## src/design/tcw_pkg.sv

```systemverilog
package tcw_pkg;

  localparam int COLUMNS_DEF  = 80;
  localparam int ROWS_DEF     = 25;
  localparam int TAB_STEP_DEF = 4;

  localparam int REQ_W  = 2;
  localparam int CHAR_W = 8;
  localparam int IDX_W  = 11;
  localparam int POS_W  = 11;
  localparam int ATTR_W = 8;
  localparam int CELL_W = 16;

  localparam logic [REQ_W-1:0] REQ_PUT   = 2'd0;
  localparam logic [REQ_W-1:0] REQ_CLEAR = 2'd1;
  localparam logic [REQ_W-1:0] REQ_READ  = 2'd2;

  localparam logic [CHAR_W-1:0] CH_NEWLINE   = 8'h0a;
  localparam logic [CHAR_W-1:0] CH_BACKSPACE = 8'h08;
  localparam logic [CHAR_W-1:0] CH_TAB       = 8'h09;
  localparam logic [CHAR_W-1:0] CH_SPACE     = 8'h20;

  localparam logic [ATTR_W-1:0] ATTR_RESET = 8'h07;

  typedef enum logic [2:0] {
    OP_PUT,
    OP_NEWLINE,
    OP_BACKSPACE,
    OP_TAB,
    OP_CLEAR,
    OP_READ,
    OP_NOP
  } op_e;

  typedef enum logic [2:0] {
    ST_INIT,
    ST_IDLE,
    ST_READ,
    ST_SCROLL,
    ST_FILL
  } state_e;

  typedef struct packed {
    op_e               op;
    logic [CHAR_W-1:0] char_code;
    logic [IDX_W-1:0]  cell_index;
  } cmd_t;

endpackage

```

## src/design/tcw_front.sv

```systemverilog
module tcw_front (
  input  logic                         clk_i,
  input  logic                         rst_ni,
  input  logic                         in_valid_i,
  output logic                         in_stall_o,
  input  logic [tcw_pkg::REQ_W-1:0]    req_type_i,
  input  logic [tcw_pkg::CHAR_W-1:0]   char_code_i,
  input  logic [tcw_pkg::IDX_W-1:0]    cell_index_i,
  input  logic                         back_ready_i,
  output logic                         cmd_valid_o,
  output tcw_pkg::cmd_t                cmd_o,
  input  logic                         cmd_pop_i
);

  tcw_pkg::cmd_t entry_q [2];
  tcw_pkg::cmd_t new_cmd;
  logic          wr_ptr_q, rd_ptr_q;
  logic [1:0]    count_q, count_d;
  logic          push;

  always_comb begin
    new_cmd.char_code  = char_code_i;
    new_cmd.cell_index = cell_index_i;
    new_cmd.op         = tcw_pkg::OP_NOP;
    priority if (req_type_i == tcw_pkg::REQ_PUT) begin
      priority if (char_code_i == tcw_pkg::CH_NEWLINE) begin
        new_cmd.op = tcw_pkg::OP_NEWLINE;
      end else if (char_code_i == tcw_pkg::CH_BACKSPACE) begin
        new_cmd.op = tcw_pkg::OP_BACKSPACE;
      end else if (char_code_i == tcw_pkg::CH_TAB) begin
        new_cmd.op = tcw_pkg::OP_TAB;
      end else begin
        new_cmd.op = tcw_pkg::OP_PUT;
      end
    end else if (req_type_i == tcw_pkg::REQ_CLEAR) begin
      new_cmd.op = tcw_pkg::OP_CLEAR;
    end else if (req_type_i == tcw_pkg::REQ_READ) begin
      new_cmd.op = tcw_pkg::OP_READ;
    end else begin
      new_cmd.op = tcw_pkg::OP_NOP;
    end
  end

  assign in_stall_o  = (count_q == 2'd2) || !back_ready_i;
  assign push        = in_valid_i && !in_stall_o;
  assign cmd_valid_o = (count_q != 2'd0);
  assign cmd_o       = entry_q[rd_ptr_q];

  always_comb begin
    count_d = count_q;
    if (push && !cmd_pop_i) begin
      count_d = count_q + 2'd1;
    end else if (!push && cmd_pop_i) begin
      count_d = count_q - 2'd1;
    end
  end

  always_ff @(posedge clk_i or negedge rst_ni) begin
    if (!rst_ni) begin
      wr_ptr_q <= 1'b0;
      rd_ptr_q <= 1'b0;
      count_q  <= 2'd0;
    end else begin
      count_q <= count_d;
      if (push) begin
        wr_ptr_q <= !wr_ptr_q;
      end
      if (cmd_pop_i) begin
        rd_ptr_q <= !rd_ptr_q;
      end
    end
  end

  always_ff @(posedge clk_i) begin
    if (push) begin
      entry_q[wr_ptr_q] <= new_cmd;
    end
  end

  a_count_max: assert property (@(posedge clk_i) disable iff (!rst_ni)
    count_q != 2'd3)
    else $error("queue count out of range");

  a_pop_nonempty: assert property (@(posedge clk_i) disable iff (!rst_ni)
    cmd_pop_i |-> count_q != 2'd0)
    else $error("pop from empty queue");

  a_ptr_track: assert property (@(posedge clk_i) disable iff (!rst_ni)
    (count_q == 2'd0 || count_q == 2'd2) |-> wr_ptr_q == rd_ptr_q)
    else $error("queue pointers out of step");

endmodule

```

## config.mk

```make
export PLATFORM = sky130hd
export DESIGN_NAME = tcw_front
export DESIGN_NICKNAME = d
export VERILOG_FILES = /design/src/design/tcw_pkg.sv /design/src/design/tcw_front.sv
export SDC_FILE = /design/constraint.sdc
export NUM_CORES = 1
export LEC_CHECK = 0
export BUFFER_PORTS_ARGS = -buffer_cell sky130_fd_sc_hd__buf_2
export CORE_MARGIN = 8
export CORE_UTILIZATION = 45
export CTS_BUF_LIST = sky130_fd_sc_hd__clkbuf_4 sky130_fd_sc_hd__clkbuf_8 sky130_fd_sc_hd__clkbuf_16
export DETAILED_ROUTE_END_ITERATION = 8
export PLACE_DENSITY = 0.77
export SYNTH_ARGS = -nofsm -noshare
export SYNTH_HDL_FRONTEND = slang
export SYNTH_SLANG_ARGS = --single-unit
```

## constraint.sdc

```tcl
create_clock -name clk_i -period 4.4 [get_ports clk_i]
set_clock_uncertainty 0.15 [all_clocks]
set_input_delay 0.66 -clock clk_i [delete_from_list [all_inputs] [get_ports clk_i]]
set_output_delay 0.66 -clock clk_i [all_outputs]
set_load 0.05 [all_outputs]
```

==> run_summary.xml, run 1 <==
<?xml version="1.0" encoding="UTF-8"?>
<metrics>
  <group name="logic_synthesis">
    <metric name="synthesis.instances" unit="">101</metric>
    <metric name="yosysUniqueCellTypes" unit="">17</metric>
    <metric name="synth.avg_cell_area" unit="µm²">18.66</metric>
    <metric name="multiplexer_share_of_the_synthesized_area" unit="%">13.15</metric>
    <metric name="synth-compound-area-share" unit="%">1.726</metric>
    <metric name="dominant_combinational_cell_family_by_area_after_synthesis" unit="">multiplexers</metric>
    <metric name="post_synth_fa_ha_maj_area_fraction" unit="%">1.992</metric>
    <metric name="xor_and_xnor_fraction_of_the_mapped_netlist_area" unit="%">2.789</metric>
    <metric name="synth_simple_gate_area_share" unit="%">2.324</metric>
    <metric name="netlist_top_cells_area" unit="">sky130_fd_sc_hd__edfxtp_1 70%, sky130_fd_sc_hd__mux2_2 13%, sky130_fd_sc_hd__dfrtp_1 5.3%</metric>
    <metric name="ys_seq_area_share" unit="%">75.43</metric>
    <metric name="synth_most_common_cell" unit="">sky130_fd_sc_hd__edfxtp_1</metric>
    <metric name="post_synth_most_frequent_cells" unit="">44 x sky130_fd_sc_hd__edfxtp_1, 22 x sky130_fd_sc_hd__mux2_2, 7 x sky130_fd_sc_hd__inv_1</metric>
    <metric name="netlist.top_cell.by_area" unit="">sky130_fd_sc_hd__edfxtp_1</metric>
    <metric name="syn_area" unit="µm²">1884</metric>
    <metric name="synth_enable_flop_cells" unit="">44</metric>
    <metric name="synth_ff_type" unit="">sky130_fd_sc_hd__edfxtp_1</metric>
    <metric name="synth.top_cell.area_share" unit="%">70.12</metric>
    <metric name="ys_seq_elements" unit="">48</metric>
    <metric name="synth_fp_nets" unit="">130</metric>
    <metric name="post_synth_arst_share" unit="%">8.333</metric>
    <metric name="synth-warning-count" unit="">0</metric>
  </group>
  <group name="setup_path">
    <metric name="worstPathMaxFanout" unit="">23</metric>
    <metric name="worst_path_max_delay_cell" unit="">sky130_fd_sc_hd__dfrtp_1</metric>
    <metric name="critical_path.startpoint" unit="">rd_ptr_q</metric>
    <metric name="r2r_startpoint" unit="">count_q[1]</metric>
    <metric name="critPathMaxStageDelay" unit="ns">0.98</metric>
    <metric name="crit_path_cell_trace" unit="">mux2_2, buf_2</metric>
    <metric name="reg2reg_slack" unit="ns">2.31</metric>
    <metric name="worstPathRequired" unit="ns">3.59</metric>
    <metric name="cp.arrival" unit="ns">1.91</metric>
    <metric name="critical_path.startpoint_type" unit="">register</metric>
    <metric name="critPathKind" unit="">reg -&gt; out</metric>
    <metric name="critical_path.endpoint_type" unit="">output port</metric>
  </group>
  <group name="routing">
    <metric name="drt_drc_violations_left" unit="">0</metric>
    <metric name="first_iter_violations" unit="">22</metric>
    <metric name="num_vias" unit="">984</metric>
    <metric name="number_of_nets_still_failing_antenna_checks_after_routing" unit="">0</metric>
    <metric name="avgViaCountPerCell" unit="">4.777</metric>
    <metric name="wirelength" unit="µm">3361</metric>
    <metric name="tritonroute_pass_1_iters" unit="">4</metric>
    <metric name="wl_per_cell" unit="µm">16.32</metric>
  </group>
  <group name="final_layout">
    <metric name="layout-area-overhead-vs-synth" unit="%">20.25</metric>
    <metric name="final_net_count" unit="">185</metric>
    <metric name="finalInstanceArea" unit="µm²">2266</metric>
    <metric name="layout.area.seq" unit="µm²">1421</metric>
    <metric name="post_layout_nonfiller_instances" unit="">206</metric>
    <metric name="multi_input_area" unit="µm²">419.2</metric>
    <metric name="antennaDiodeCount" unit="">0</metric>
    <metric name="filler_cell_count" unit="">342</metric>
    <metric name="fraction_of_layout_cells_with_a_size_suffix_above_1" unit="%">52.56</metric>
    <metric name="utilization" unit="%">56.24</metric>
  </group>
  <group name="floorplanning">
    <metric name="start_util" unit="%">46.77</metric>
    <metric name="die-area" unit="µm²">6514</metric>
    <metric name="die-width" unit="µm">80.71</metric>
    <metric name="std_cell_core_area" unit="µm²">4029</metric>
    <metric name="placement_rows" unit="">23</metric>
    <metric name="die_height" unit="µm">80.71</metric>
    <metric name="num_io_pins" unit="">50</metric>
  </group>
  <group name="clocking">
    <metric name="cts.root.buffer_cell" unit="">sky130_fd_sc_hd__clkbuf_8</metric>
    <metric name="worstSkewPairLatency" unit="ns">0.28</metric>
    <metric name="numCtsBuffers" unit="">5</metric>
    <metric name="tritoncts" unit="">done</metric>
    <metric name="post_cts_resize_count" unit="">0</metric>
    <metric name="cts.repair_timing.setup_buffer_count" unit="">0</metric>
    <metric name="cts.htree.levels" unit="">2</metric>
    <metric name="postCtsHoldBufs" unit="">0</metric>
    <metric name="clock_path_buffers" unit="">2</metric>
    <metric name="cts.reportedPaths.clkPinSlew" unit="ns">0.08</metric>
    <metric name="cts_sink_count" unit="">48</metric>
  </group>
  <group name="timing">
    <metric name="worst_hold_slack" unit="ns">0.3936</metric>
    <metric name="final_min_period" unit="ns">2.716</metric>
    <metric name="worst_slack" unit="ns">1.684</metric>
    <metric name="min_period_over_period" unit="%">61.73</metric>
    <metric name="timing.max_slew.rel_slack" unit="%">24.10</metric>
    <metric name="achievable-frequency" unit="MHz">368.2</metric>
    <metric name="final_hold_viol_count" unit="">0</metric>
    <metric name="setup_viol_count_final" unit="">0</metric>
    <metric name="rsz0062_at_grt" unit="">false</metric>
    <metric name="finalSetupTns" unit="ns">0</metric>
    <metric name="worstMarginPinSlew" unit="ns">1.137</metric>
    <metric name="slew_violations" unit="">0</metric>
  </group>
  <group name="power_and_ir_drop">
    <metric name="vdd_drop_max" unit="mV">0.4235</metric>
    <metric name="report.power.total" unit="mW">1.452</metric>
    <metric name="pwrdens" unit="nW/µm²">640.7</metric>
    <metric name="static-leakage-power" unit="nW">0.8781</metric>
  </group>
  <group name="global_routing">
    <metric name="antenna_found_initial" unit="">0</metric>
    <metric name="grt_remaining_overflow" unit="">0</metric>
    <metric name="grt_start_max_net_pins" unit="">24</metric>
    <metric name="grt_pass1_wl" unit="µm">5313</metric>
    <metric name="grt_use_total" unit="%">10.56</metric>
    <metric name="grt_pass1_vias" unit="">1190</metric>
  </group>
  <group name="outcome">
    <metric name="run_status" unit="">finished clean</metric>
  </group>
  <group name="place">
    <metric name="port_buffers" unit="">49</metric>
    <metric name="dpl-instance-area" unit="µm²">2175</metric>
    <metric name="detailedPlacementHpwl" unit="µm">2428</metric>
    <metric name="post_placement_worst_setup_slack" unit="ns">1.952</metric>
    <metric name="place.gp.congestion" unit="">0.7088</metric>
    <metric name="placedCellCount" unit="">198</metric>
  </group>
  <group name="hold_path">
    <metric name="worst_hold_startpoint" unit="">wr_ptr_q</metric>
    <metric name="worstHoldPathType" unit="">reg -&gt; reg</metric>
  </group>
  <group name="run">
    <metric name="drv_cap" unit="">0</metric>
  </group>
</metrics>
-- final timing paths --
path,to,cells past startpoint
worst max register to register,entry_q[0][17],3
worst max-delay path,cmd_o[19],2
worst min register to register,wr_ptr_q,1
min in group asynchronous,count_q[1],2
max in group asynchronous,wr_ptr_q,2
worst min-delay path,wr_ptr_q,1
-- layout make-up --
class                      instances  area share, %
clock inverter                     1         0.2209
multi-input combinational         44          18.50
clock buffer                       6          3.368
sequential                        48          62.73
tap                               50          2.761
inverter                           7          1.160
timing repair buffer              50          11.26
-- cell families after synthesis --
logic type / count (synthesis)
xor gates and xnor gates: 6
DFF: 48
buffers and inverters: 9
and+or+nand+nor: 9
muxes: 22
adders and majority gates: 3
AOI/OAI and AO/OA: 4
-- flip-flops by register name (all words and copies together), names as in the netlist --
signal    flops
count_q       2
entry_q      44
rd_ptr_q      1
wr_ptr_q      1
-- power breakdown --
| group | internal, mW | switching [mW] |
|---|---|---|
| registers | 0.575 | 0.0672 |
| logic | 0.175 | 0.396 |
| clock network | 0.114 | 0.125 |
-- cell usage in the layout (no fill, tap or decap) --
master / n
sky130_fd_sc_hd__o211ai_2: 1
sky130_fd_sc_hd__clkinv_2: 1
sky130_fd_sc_hd__or2_2: 1
sky130_fd_sc_hd__buf_2: 49
sky130_fd_sc_hd__nor4b_1: 1
sky130_fd_sc_hd__o21ai_0: 1
sky130_fd_sc_hd__o22ai_1: 1
sky130_fd_sc_hd__nor2_1: 2
sky130_fd_sc_hd__nor2_2: 2
sky130_fd_sc_hd__nand2b_1: 1
sky130_fd_sc_hd__edfxtp_1: 44
sky130_fd_sc_hd__clkbuf_8: 5
sky130_fd_sc_hd__o2bb2ai_1: 1
sky130_fd_sc_hd__mux2_2: 22
sky130_fd_sc_hd__inv_1: 7
sky130_fd_sc_hd__ha_1: 3
sky130_fd_sc_hd__nand2_1: 2
sky130_fd_sc_hd__xor2_1: 3
sky130_fd_sc_hd__clkbuf_4: 1
sky130_fd_sc_hd__dfrtp_1: 4
sky130_fd_sc_hd__xnor2_1: 3
sky130_fd_sc_hd__dlygate4sd3_1: 1
-- layer usage --
layer	vias to the layer above	global-route usage, %	wire, µm
met1	466	11.19	1365
met2	38	17.88	1645
met5	-	0	0
li1	480	-	-
met4	0	2.143	0
met3	0	6.138	350
-- worst max-delay path, delay by kind of cell (launching register included) --
kind	cells	cell delay, ns
flip-flops	1	0.98
multiplexers	1	0.42
buffers and inverters	1	0.21
No activity file was read; power rests on OpenSTA's default activity.
==> run 2, diff against run 1 <==
--- a/config.mk
+++ b/config.mk
@@ -10,7 +10,7 @@
 export CORE_UTILIZATION = 45
 export CTS_BUF_LIST = sky130_fd_sc_hd__clkbuf_4 sky130_fd_sc_hd__clkbuf_8 sky130_fd_sc_hd__clkbuf_16
 export DETAILED_ROUTE_END_ITERATION = 8
-export PLACE_DENSITY = 0.77
+export PLACE_DENSITY = 0.8
 export SYNTH_ARGS = -nofsm -noshare
 export SYNTH_HDL_FRONTEND = slang
 export SYNTH_SLANG_ARGS = --single-unit
==> constraint.sdc (replaced) <==
create_clock -name clk_i -period 2.31 [get_ports clk_i]
set_clock_uncertainty 0.15 [all_clocks]
set_input_delay 0.3465 -clock clk_i [delete_from_list [all_inputs] [get_ports clk_i]]
set_output_delay 0.3465 -clock clk_i [all_outputs]
set_load 0.05 [all_outputs]
==> run_summary.xml, run 2 (same netlist as run 1, synthesis figures left out) <==
<?xml version="1.0" encoding="UTF-8"?>
<metrics>
  <group name="outcome">
    <metric name="run_status" unit="">finished clean</metric>
  </group>
  <group name="final_layout">
    <metric name="filler_cell_count" unit="">339</metric>
    <metric name="regMostFlops" unit="">entry_q</metric>
    <metric name="largest_register_ff_count" unit="">44</metric>
    <metric name="post_layout_nonfiller_instances" unit="">212</metric>
    <metric name="antennaDiodeCount" unit="">0</metric>
    <metric name="fraction_of_layout_cells_with_a_size_suffix_above_1" unit="%">53.70</metric>
    <metric name="final_common_cell" unit="">sky130_fd_sc_hd__buf_2</metric>
    <metric name="final_net_count" unit="">190</metric>
    <metric name="reg_top3" unit="">entry_q x44, count_q x2</metric>
    <metric name="most_frequent_cells_in_the_layout" unit="">49 x sky130_fd_sc_hd__buf_2, 44 x sky130_fd_sc_hd__edfxtp_1, 22 x sky130_fd_sc_hd__mux2_2, 7 x sky130_fd_sc_hd__inv_1, 5 x sky130_fd_sc_hd__clkbuf_8</metric>
    <metric name="layout-area-overhead-vs-synth" unit="%">22.97</metric>
  </group>
  <group name="setup_path">
    <metric name="timing.rr.end" unit="">count_q[1]</metric>
    <metric name="critical_path.startpoint_type" unit="">register</metric>
    <metric name="worst_path_max_delay_cell" unit="">sky130_fd_sc_hd__dfrtp_1</metric>
    <metric name="timing.critical_path.buf_inv" unit="">2</metric>
    <metric name="worstPathRequired" unit="ns">1.81</metric>
    <metric name="cell_class_contributing_the_biggest_share_of_worst_path_delay" unit="">flip-flops</metric>
    <metric name="critPathKind" unit="">reg -&gt; out</metric>
    <metric name="critical_path.endpoint_type" unit="">output port</metric>
    <metric name="critPathMaxStageDelay" unit="ns">0.52</metric>
    <metric name="cp.arrival" unit="ns">1.59</metric>
    <metric name="worstPathMaxFanout" unit="">18</metric>
    <metric name="reg2reg_slack" unit="ns">0.66</metric>
    <metric name="crit_path_cell_trace" unit="">buf_12, mux2_2, buf_2</metric>
    <metric name="r2r_startpoint" unit="">count_q[0]</metric>
    <metric name="worstRegToRegCells" unit="">6</metric>
  </group>
  <group name="timing">
    <metric name="worstMarginPinSlew" unit="ns">0.3068</metric>
    <metric name="achievable-frequency" unit="MHz">479.9</metric>
    <metric name="timing.max_slew.rel_slack" unit="%">79.55</metric>
    <metric name="finalSetupTns" unit="ns">0</metric>
    <metric name="min_period_over_period" unit="%">90.21</metric>
    <metric name="final_hold_viol_count" unit="">0</metric>
    <metric name="setup_viol_count_final" unit="">0</metric>
    <metric name="worst_hold_slack" unit="ns">0.09071</metric>
    <metric name="rsz0062_at_grt" unit="">false</metric>
    <metric name="final_min_period" unit="ns">2.084</metric>
    <metric name="slew_violations" unit="">0</metric>
  </group>
  <group name="floorplanning">
    <metric name="die_height" unit="µm">80.71</metric>
    <metric name="die-area" unit="µm²">6514</metric>
    <metric name="std_cell_core_area" unit="µm²">4029</metric>
    <metric name="start_util" unit="%">46.77</metric>
    <metric name="num_io_pins" unit="">50</metric>
    <metric name="placement_rows" unit="">23</metric>
    <metric name="die-width" unit="µm">80.71</metric>
  </group>
  <group name="clocking">
    <metric name="cts_sink_count" unit="">48</metric>
    <metric name="clock_path_buffers" unit="">2</metric>
    <metric name="cts.repair_timing.setup_buffer_count" unit="">0</metric>
    <metric name="tritoncts" unit="">done</metric>
    <metric name="cts.reportedPaths.clkPinSlew" unit="ns">0.08</metric>
    <metric name="worstSkewPairLatency" unit="ns">0.29</metric>
    <metric name="numCtsBuffers" unit="">5</metric>
    <metric name="post_cts_resize_count" unit="">0</metric>
    <metric name="cts.root.buffer_cell" unit="">sky130_fd_sc_hd__clkbuf_8</metric>
    <metric name="cts.htree.levels" unit="">2</metric>
  </group>
  <group name="routing">
    <metric name="wirelength" unit="µm">3484</metric>
    <metric name="avgViaCountPerCell" unit="">4.929</metric>
    <metric name="num_vias" unit="">1045</metric>
    <metric name="first_iter_violations" unit="">66</metric>
    <metric name="number_of_nets_still_failing_antenna_checks_after_routing" unit="">0</metric>
    <metric name="wl_per_cell" unit="µm">16.43</metric>
    <metric name="drt_drc_violations_left" unit="">0</metric>
    <metric name="tritonroute_pass_1_iters" unit="">3</metric>
  </group>
  <group name="hold_path">
    <metric name="worstHoldPathCells" unit="">1</metric>
    <metric name="worst_hold_startpoint" unit="">cell_index_i[0]</metric>
    <metric name="worstHoldPathType" unit="">in -&gt; reg</metric>
    <metric name="timing.hold.worst_endpoint" unit="">entry_q[0][0]</metric>
  </group>
  <group name="global_routing">
    <metric name="grt_pass1_vias" unit="">1172</metric>
    <metric name="grt_use_total" unit="%">11.75</metric>
    <metric name="grt_remaining_overflow" unit="">0</metric>
    <metric name="grt_start_max_net_pins" unit="">19</metric>
    <metric name="grt_pass1_wl" unit="µm">5671</metric>
    <metric name="antenna_found_initial" unit="">0</metric>
  </group>
  <group name="power_and_ir_drop">
    <metric name="pwrdens" unit="nW/µm²">1219</metric>
    <metric name="static-leakage-power" unit="nW">0.9097</metric>
    <metric name="vdd_drop_max" unit="mV">0.7674</metric>
  </group>
  <group name="place">
    <metric name="detailedPlacementHpwl" unit="µm">2617</metric>
    <metric name="port_buffers" unit="">49</metric>
    <metric name="placedCellCount" unit="">203</metric>
    <metric name="place.gp.congestion" unit="">0.6966</metric>
  </group>
  <group name="run">
    <metric name="drv_cap" unit="">0</metric>
  </group>
</metrics>
-- run 2: cell types whose count changed in the layout (fill, tap and decap cells not counted), sizes merged --
cell	before	now
buf	49	54
clkinv	1	3
clkbuf	6	5
-- run 2: cell type report --
cell class                 count  area (µm²)  area share [%]
clock buffer                   5       68.82           2.970
clock inverter                 3       13.76          0.5940
inverter                       7       26.28           1.134
multi-input combinational     44       419.2           18.09
sequential                    48        1421           61.34
tap                           50       62.56           2.700
timing repair buffer          55       305.3           13.17
-- run 2: per-layer routing --
layer  vias to the layer above  wire [µm]  GRT usage (%)
met5                         -          0              0
met2                        42       1725          19.41
met3                         5        387          6.362
met4                         0         44          4.821
li1                        495          -              -
met1                       503       1327          12.23
-- run 2: worst max path at each step --
stage	start	endpoint	slack (ns)	cells past startpoint
final	rd_ptr_q	cmd_o[13]	0.23	3
after global routing	rd_ptr_q	cmd_o[19]	0.14	3
after CTS	rd_ptr_q	cmd_o[4]	0.19	3
after detailed placement	rd_ptr_q	cmd_o[4]	0.54	3
after global placement	rd_ptr_q	cmd_o[20]	0.58	3
after floorplan	count_q[1]	entry_q[1][0]	0.23	3
-- run 2: power by group --
group          switching (mW)  internal, mW
Clock                   0.250         0.205
Combinational           0.822         0.378
Sequential             0.0738          1.09
Total                    1.15          1.68
-- run 2: stage by stage --
stage,worst slack [ns],cell area [µm²],total power [mW],utilization (%)
floorplan,0.2273,1884,2.122,-
global placement,0.5755,2225,2.367,55.22
detailed placement,0.5371,2225,2.403,55.22
CTS,0.1936,2317,2.869,57.52
global route,0.1377,2317,2.966,57.52
finish,0.2262,2317,2.824,57.52
-- run 2: repair_timing --
item / in CTS / in global routing
hold buffers: 1 / 0
hold endpoints to repair: 4 / 0
setup endpoints to repair: 0 / 0
